## config.mk

```make
export PLATFORM = sky130hd
export DESIGN_NAME = chte_ctrl
export DESIGN_NICKNAME = d
export VERILOG_FILES = /design/src/design/chte_pkg.sv /design/src/design/chte_ctrl.sv
export SDC_FILE = /design/constraint.sdc
export NUM_CORES = 1
export LEC_CHECK = 0
export BUFFER_PORTS_ARGS = -buffer_cell sky130_fd_sc_hd__buf_2
export CAP_MARGIN = 30
export CORE_MARGIN = 4
export CORE_UTILIZATION = 45
export CTS_CLUSTER_SIZE = 40
export DETAILED_ROUTE_END_ITERATION = 6
export PLACE_DENSITY_LB_ADDON = 0.25
export SYNTH_ARGS = -nofsm -noshare
export SYNTH_HDL_FRONTEND = slang
export SYNTH_SLANG_ARGS = --single-unit
```

## constraint.sdc

```tcl
create_clock -name clk -period 4.13 [get_ports clk]
set_clock_uncertainty 0.15 [all_clocks]
set_input_delay 0.413 -clock clk [delete_from_list [all_inputs] [get_ports clk]]
set_output_delay 0.413 -clock clk [all_outputs]
set_load 0.005 [all_outputs]
```

## src/design/chte_pkg.sv

```systemverilog
// Shared constants, types and controller/datapath interface structs.
package chte_pkg;

  localparam int MAX_KNOTS = 8;
  localparam int JOINTS    = 6;
  localparam int KAW       = $clog2(MAX_KNOTS);
  localparam int PV_DEPTH  = MAX_KNOTS * JOINTS;
  localparam int PVAW      = $clog2(PV_DEPTH);
  localparam int KNW       = 4;
  localparam int JW        = 3;
  localparam int ACCW      = 56;
  localparam int KNOTS_RESET = 6;

  localparam logic CMD_LOAD = 1'b0;
  localparam logic CMD_EVAL = 1'b1;

  typedef enum logic [4:0] {
    ST_IDLE, ST_DUR_RD, ST_DUR_WT, ST_MOD_DIV, ST_MOD_FIX,
    ST_SCAN_RD, ST_SCAN_WT, ST_CUR_RD, ST_CUR_WT, ST_S_DIV, ST_S_FIX,
    ST_POW1, ST_POW2, ST_POW3, ST_POW4, ST_BASIS,
    ST_J_RDA, ST_J_RDB, ST_J_CAPB,
    ST_M1, ST_M2, ST_M3, ST_M4, ST_M5, ST_M6, ST_M7, ST_M8, ST_M9,
    ST_OUT
  } state_t;

  typedef enum logic [1:0] {TA_DUR, TA_NEXT, TA_CUR} taddr_t;

  typedef enum logic [2:0] {
    MS_SS, MS_S2S, MS_B00Q0, MS_B01Q1, MS_B10V0, MS_B11V1, MS_TMPH
  } mul_sel_t;

  typedef enum logic [2:0] {AC_NONE, AC_LOAD30, AC_ADD30, AC_ADD12, AC_TMP30} acc_op_t;

  typedef struct packed {
    taddr_t   taddr;
    logic     dur_cap;
    logic     mod_fix;
    logic     scan_cap;
    logic     cur_cap;
    logic     div_step;
    logic     s_fix;
    logic     s2_cap;
    logic     s3_cap;
    logic     basis_cap;
    logic     pv_b;
    logic     capa;
    logic     capb;
    logic     mul_en;
    mul_sel_t mul_sel;
    acc_op_t  acc_op;
    logic     j_clr;
    logic     j_inc;
    logic     out_load;
  } dp_cmd_t;

  typedef struct packed {
    logic div_done;
    logic scan_more;
    logic j_last;
    logic out_free;
  } dp_stat_t;

endpackage

```

## src/design/chte_ctrl.sv

```systemverilog
// Controller state machine sequencing the evaluation datapath.
module chte_ctrl (
  input  logic              clk,
  input  logic              rst,
  input  logic              in_valid,
  input  logic              in_cmd,
  input  chte_pkg::dp_stat_t stat,
  output logic              in_ready,
  output chte_pkg::dp_cmd_t cmd
);
  chte_pkg::state_t state, state_next;

  always_ff @(posedge clk) begin
    if (rst) begin
      state <= chte_pkg::ST_IDLE;
    end else begin
      state <= state_next;
    end
  end

  always_comb begin
    state_next = state;
    unique case (state)
      chte_pkg::ST_IDLE: begin
        if (in_valid && in_cmd == chte_pkg::CMD_EVAL) begin
          state_next = chte_pkg::ST_DUR_RD;
        end
      end
      chte_pkg::ST_DUR_RD:  state_next = chte_pkg::ST_DUR_WT;
      chte_pkg::ST_DUR_WT:  state_next = chte_pkg::ST_MOD_DIV;
      chte_pkg::ST_MOD_DIV: if (stat.div_done) begin
        state_next = chte_pkg::ST_MOD_FIX;
      end
      chte_pkg::ST_MOD_FIX: state_next = chte_pkg::ST_SCAN_RD;
      chte_pkg::ST_SCAN_RD: state_next = chte_pkg::ST_SCAN_WT;
      chte_pkg::ST_SCAN_WT: begin
        state_next = stat.scan_more ? chte_pkg::ST_SCAN_RD : chte_pkg::ST_CUR_RD;
      end
      chte_pkg::ST_CUR_RD:  state_next = chte_pkg::ST_CUR_WT;
      chte_pkg::ST_CUR_WT:  state_next = chte_pkg::ST_S_DIV;
      chte_pkg::ST_S_DIV:   if (stat.div_done) begin
        state_next = chte_pkg::ST_S_FIX;
      end
      chte_pkg::ST_S_FIX:   state_next = chte_pkg::ST_POW1;
      chte_pkg::ST_POW1:    state_next = chte_pkg::ST_POW2;
      chte_pkg::ST_POW2:    state_next = chte_pkg::ST_POW3;
      chte_pkg::ST_POW3:    state_next = chte_pkg::ST_POW4;
      chte_pkg::ST_POW4:    state_next = chte_pkg::ST_BASIS;
      chte_pkg::ST_BASIS:   state_next = chte_pkg::ST_J_RDA;
      chte_pkg::ST_J_RDA:   state_next = chte_pkg::ST_J_RDB;
      chte_pkg::ST_J_RDB:   state_next = chte_pkg::ST_J_CAPB;
      chte_pkg::ST_J_CAPB:  state_next = chte_pkg::ST_M1;
      chte_pkg::ST_M1:      state_next = chte_pkg::ST_M2;
      chte_pkg::ST_M2:      state_next = chte_pkg::ST_M3;
      chte_pkg::ST_M3:      state_next = chte_pkg::ST_M4;
      chte_pkg::ST_M4:      state_next = chte_pkg::ST_M5;
      chte_pkg::ST_M5:      state_next = chte_pkg::ST_M6;
      chte_pkg::ST_M6:      state_next = chte_pkg::ST_M7;
      chte_pkg::ST_M7:      state_next = chte_pkg::ST_M8;
      chte_pkg::ST_M8:      state_next = chte_pkg::ST_M9;
      chte_pkg::ST_M9:      state_next = chte_pkg::ST_OUT;
      chte_pkg::ST_OUT: begin
        if (stat.out_free) begin
          state_next = stat.j_last ? chte_pkg::ST_IDLE : chte_pkg::ST_J_RDA;
        end
      end
      default: state_next = chte_pkg::ST_IDLE;
    endcase
  end

  always_comb begin
    cmd      = '0;
    in_ready = 1'b0;
    unique case (state)
      chte_pkg::ST_IDLE:    in_ready = 1'b1;
      chte_pkg::ST_DUR_RD:  cmd.taddr = chte_pkg::TA_DUR;
      chte_pkg::ST_DUR_WT:  cmd.dur_cap = 1'b1;
      chte_pkg::ST_MOD_DIV: cmd.div_step = !stat.div_done;
      chte_pkg::ST_MOD_FIX: cmd.mod_fix = 1'b1;
      chte_pkg::ST_SCAN_RD: cmd.taddr = chte_pkg::TA_NEXT;
      chte_pkg::ST_SCAN_WT: cmd.scan_cap = 1'b1;
      chte_pkg::ST_CUR_RD:  cmd.taddr = chte_pkg::TA_CUR;
      chte_pkg::ST_CUR_WT:  cmd.cur_cap = 1'b1;
      chte_pkg::ST_S_DIV:   cmd.div_step = !stat.div_done;
      chte_pkg::ST_S_FIX:   cmd.s_fix = 1'b1;
      chte_pkg::ST_POW1: begin
        cmd.mul_en  = 1'b1;
        cmd.mul_sel = chte_pkg::MS_SS;
      end
      chte_pkg::ST_POW2:    cmd.s2_cap = 1'b1;
      chte_pkg::ST_POW3: begin
        cmd.mul_en  = 1'b1;
        cmd.mul_sel = chte_pkg::MS_S2S;
      end
      chte_pkg::ST_POW4:    cmd.s3_cap = 1'b1;
      chte_pkg::ST_BASIS: begin
        cmd.basis_cap = 1'b1;
        cmd.j_clr     = 1'b1;
      end
      chte_pkg::ST_J_RDA:   cmd.pv_b = 1'b0;
      chte_pkg::ST_J_RDB: begin
        cmd.pv_b = 1'b1;
        cmd.capa = 1'b1;
      end
      chte_pkg::ST_J_CAPB:  cmd.capb = 1'b1;
      chte_pkg::ST_M1: begin
        cmd.mul_en  = 1'b1;
        cmd.mul_sel = chte_pkg::MS_B00Q0;
      end
      chte_pkg::ST_M2: begin
        cmd.acc_op  = chte_pkg::AC_LOAD30;
        cmd.mul_en  = 1'b1;
        cmd.mul_sel = chte_pkg::MS_B01Q1;
      end
      chte_pkg::ST_M3: begin
        cmd.acc_op  = chte_pkg::AC_ADD30;
        cmd.mul_en  = 1'b1;
        cmd.mul_sel = chte_pkg::MS_B10V0;
      end
      chte_pkg::ST_M4:      cmd.acc_op = chte_pkg::AC_TMP30;
      chte_pkg::ST_M5: begin
        cmd.mul_en  = 1'b1;
        cmd.mul_sel = chte_pkg::MS_TMPH;
      end
      chte_pkg::ST_M6: begin
        cmd.acc_op  = chte_pkg::AC_ADD12;
        cmd.mul_en  = 1'b1;
        cmd.mul_sel = chte_pkg::MS_B11V1;
      end
      chte_pkg::ST_M7:      cmd.acc_op = chte_pkg::AC_TMP30;
      chte_pkg::ST_M8: begin
        cmd.mul_en  = 1'b1;
        cmd.mul_sel = chte_pkg::MS_TMPH;
      end
      chte_pkg::ST_M9:      cmd.acc_op = chte_pkg::AC_ADD12;
      chte_pkg::ST_OUT: begin
        cmd.out_load = stat.out_free;
        cmd.j_inc    = stat.out_free;
      end
      default: cmd = '0;
    endcase
  end
endmodule

```

==> flow_summary.ini <==
[setup_path]
worst-r2r-cell-count = 4
critical_path.max_stage_delay_ps = 770
cp-endpoint = cmd[6]
crit_slowest_cell = dfxtp_1
rrSetupSlack_ps = 2150
reg2reg_from = state[1]
cp.arrival_ps = 1750
path_class = flip-flop to primary output
crit_fanout = 23
crit_required_ps = 3570
worstPathCellList = and3b_1 -> a21oi_1 -> o22ai_1 -> and2_1 -> buf_2
crit_start = state[4]
cp-start-kind = flip-flop
reg2reg_to = state[1]
cp-end-kind = primary output

[power_and_ir_drop]
p_switching_mw = 0.224
powerDensity_nw_per_um2 = 537
pwr-share-comb = 0.572
p_int_mw = 0.228
switching_share = 0.495
cellLeakagePower_nw = 0.393
clockPowerShare = 0.125
ir_drop_mv = 0.492
pwr-share-seq = 0.303

[detailed_routing]
final_antenna_net_count = 0
vias = 811
firstDrtPassIters = 4
wirelength_mm = 1.77
drt_iter0_markers = 17
via_per_inst = 5.59
wire_per_inst_um = 12.2
drc_errors = 0

[timing]
hold_ws_ps = 254
setup_tns_ps = 0
layout_min_cycle_time_ps = 2310
slew_headroom = 0.525
finalCritPeriodShare = 0.559
max_freq_mhz = 433
hold_viol_final = 0
setup_slack_ps = 1820
grt_setup_unrepaired = false
tightest_slew_ps = 712
finalSetupViolCount = 0
slew_viol_final = 0

[die]
fp.dieH_um = 47.6
fp.dieArea_um2 = 2270
core_area_um2 = 1490
row_count = 14
initial_core_util = 0.474
ioPinCount = 33
die_w_um = 47.6

[global_routing]
grt_pass1_vias = 647
grt_pass1_wl_mm = 2.84
antenna_found_initial = 0
grt_use_met3 = 0.0564
grt.busiest_layer = met2
overflow = 0
grt_use_met2 = 0.257
grt_max_degree = 24
grt_usage = 0.169
met1_usage = 0.242

[clock_tree]
path_clk_slew_ps = 50
cts_sinks = 5
cts_buffer_depth = 2
cts_htree_levels = 1
cts_resized = 0
cts_tree = built
cts_setup_buffers = 0
clkLatencyLatePin_ps = 240
cts_root_buffer = clkbuf_4
numCtsBuffers = 3
cts_hold_buf = 0

[placement]
dp_hpwl_mm = 1.30
gp_congestion = 0.803
dp_slack_ps = 2080
portBuffers = 32

[synth]
synth_fa_ha_area_frac = 0
synth_cell_types = 41
synth_compound_area_frac = 0.280
netlist_area_um2 = 706
synth_mux_area_frac = 0.0142
postSynthCellCount = 105
synth.avg_cell_area_um2 = 6.72
synth_top_area_cell = dfxtp_1
ys_seq_area_frac = 0.142
synth_top_area_frac = 0.142
ys_ff_latch = 5
synth_top_family_by_area = simple AND/OR/NAND/NOR gates
syn_nets = 113
post_synth_and_or_nand_nor_area_fraction = 0.433
yosysWarnings = 0
synth_xor_area_frac = 0.0124
synth_top_cells_by_area = dfxtp_1 14%, nor2b_1 8.0%, nor3_1 6.4%

[hold_path]
hp-start = rst
min_path_cells = 2
min_path_type = input port to flip-flop

[cells_and_area]
diodes = 0
fin_nets = 138
largest_reg_flops = 5
max_flop_register = state
final_core_util = 0.566
post_route_cells_drive_above_1_share = 0.318
top_regs = state: 5 flops
syn_to_final_growth_pct = 19.5

[run]
maxCapViolCount = 0

[run_status]
outcome = completed
## cells in the mapped netlist
| master | n |
|---|---|
| buf_1 | 1 |
| a311oi_1 | 1 |
| o211ai_1 | 2 |
| a2bb2oi_2 | 1 |
| o21ai_0 | 3 |
| and2_1 | 2 |
| and2_4 | 1 |
| a21oi_1 | 8 |
| o31a_1 | 1 |
| or3_4 | 1 |
| mux2i_1 | 1 |
| nor4b_2 | 1 |
| buf_2 | 4 |
| and3b_1 | 1 |
| dfxtp_1 | 5 |
| a32oi_1 | 1 |
| or4b_4 | 1 |
| nor3b_1 | 1 |
| a211o_1 | 1 |
| nand4b_1 | 1 |
| buf_6 | 1 |
| a22oi_1 | 1 |
| xor2_1 | 1 |
| nor2_1 | 8 |
| nor2b_1 | 9 |
| nand3_1 | 2 |
| nand2b_1 | 3 |
| inv_1 | 4 |
| o22ai_1 | 1 |
| buf_4 | 3 |
| clkbuf_1 | 3 |
| nand2_1 | 12 |
| and2b_1 | 1 |
| a31oi_1 | 2 |
| o21a_1 | 2 |
| a221o_1 | 1 |
| nor3_1 | 9 |
| a21boi_0 | 1 |
| a21oi_2 | 1 |
| nor4_1 | 1 |
| a32o_1 | 1 |
## worst min path at each step
stage | end | slack, ps
floorplan | state[0] | 330
global placement | state[4] | 510
CTS | state[0] | 250
finish | state[0] | 250
detailed placement | state[4] | 510
global route | state[0] | 270
## placed cells by master (no fill, tap or decap), types with 2 or more instances in the layout
cell type  count
nand2b_1       3
dfxtp_1        5
buf_2         32
o21a_1         2
o211ai_1       2
a21oi_1        8
inv_1          4
nor2b_1        9
a31oi_1        2
o21ai_0        3
nand3_1        2
nor2_1         8
nand2_1       12
and2_1         2
clkbuf_4       3
nor3_1         9
## kinds of logic after synthesis
family	Yosys count
AOI/OAI and AO/OA	28
xor gates and xnor gates	1
buffers and inverters	16
DFF	5
muxes	1
and+or+nand+nor	54
## metal layers
layer / vias up / wire [um]
met1: 374 / 842
met5: - / 0
met2: 15 / 843
met4: 0 / 0
li1: 422 / -
met3: 0 / 85
## per-stage QoR
stage / cells / area (um2) / total power, mW
5_1_grt: 145 / 843 / 0.500
3_3_place_gp: 141 / 817 / 0.392
2_1_floorplan: 105 / 706 / 0.347
6_report: 145 / 843 / 0.453
3_5_place_dp: 141 / 817 / 0.393
4_1_cts: 145 / 843 / 0.452
## power groups by stage
stage | Clock [mW] | Sequential, mW | Combinational, mW
6_report | 0.0568 | 0.137 | 0.259
5_1_grt | 0.0633 | 0.149 | 0.288
4_1_cts | 0.0587 | 0.135 | 0.258
3_5_place_dp | 0 | 0.136 | 0.257
3_3_place_gp | 0 | 0.136 | 0.256
2_1_floorplan | 0 | 0.0708 | 0.276
## worst max-delay path: cells and delay by family (launching register included)
kind                   cells  cell delay [ps]
buffers and inverters      1              120
AOI/OAI and AO/OA          2              200
and+or+nand+nor            2              420
DFF                        1              770
## cell type report
| cell class | count | area (um2) |
|---|---|---|
| Clock buffer | 4 | 26.3 |
| Fill cell | 150 | 646 |
| Inverter | 4 | 15.0 |
| Multi-Input combinational cell | 84 | 522 |
| Sequential cell | 5 | 100 |
| Tap cell | 16 | 20.0 |
| Timing Repair Buffer | 32 | 160 |
Note: power is estimated with default switching activity, not from simulation.
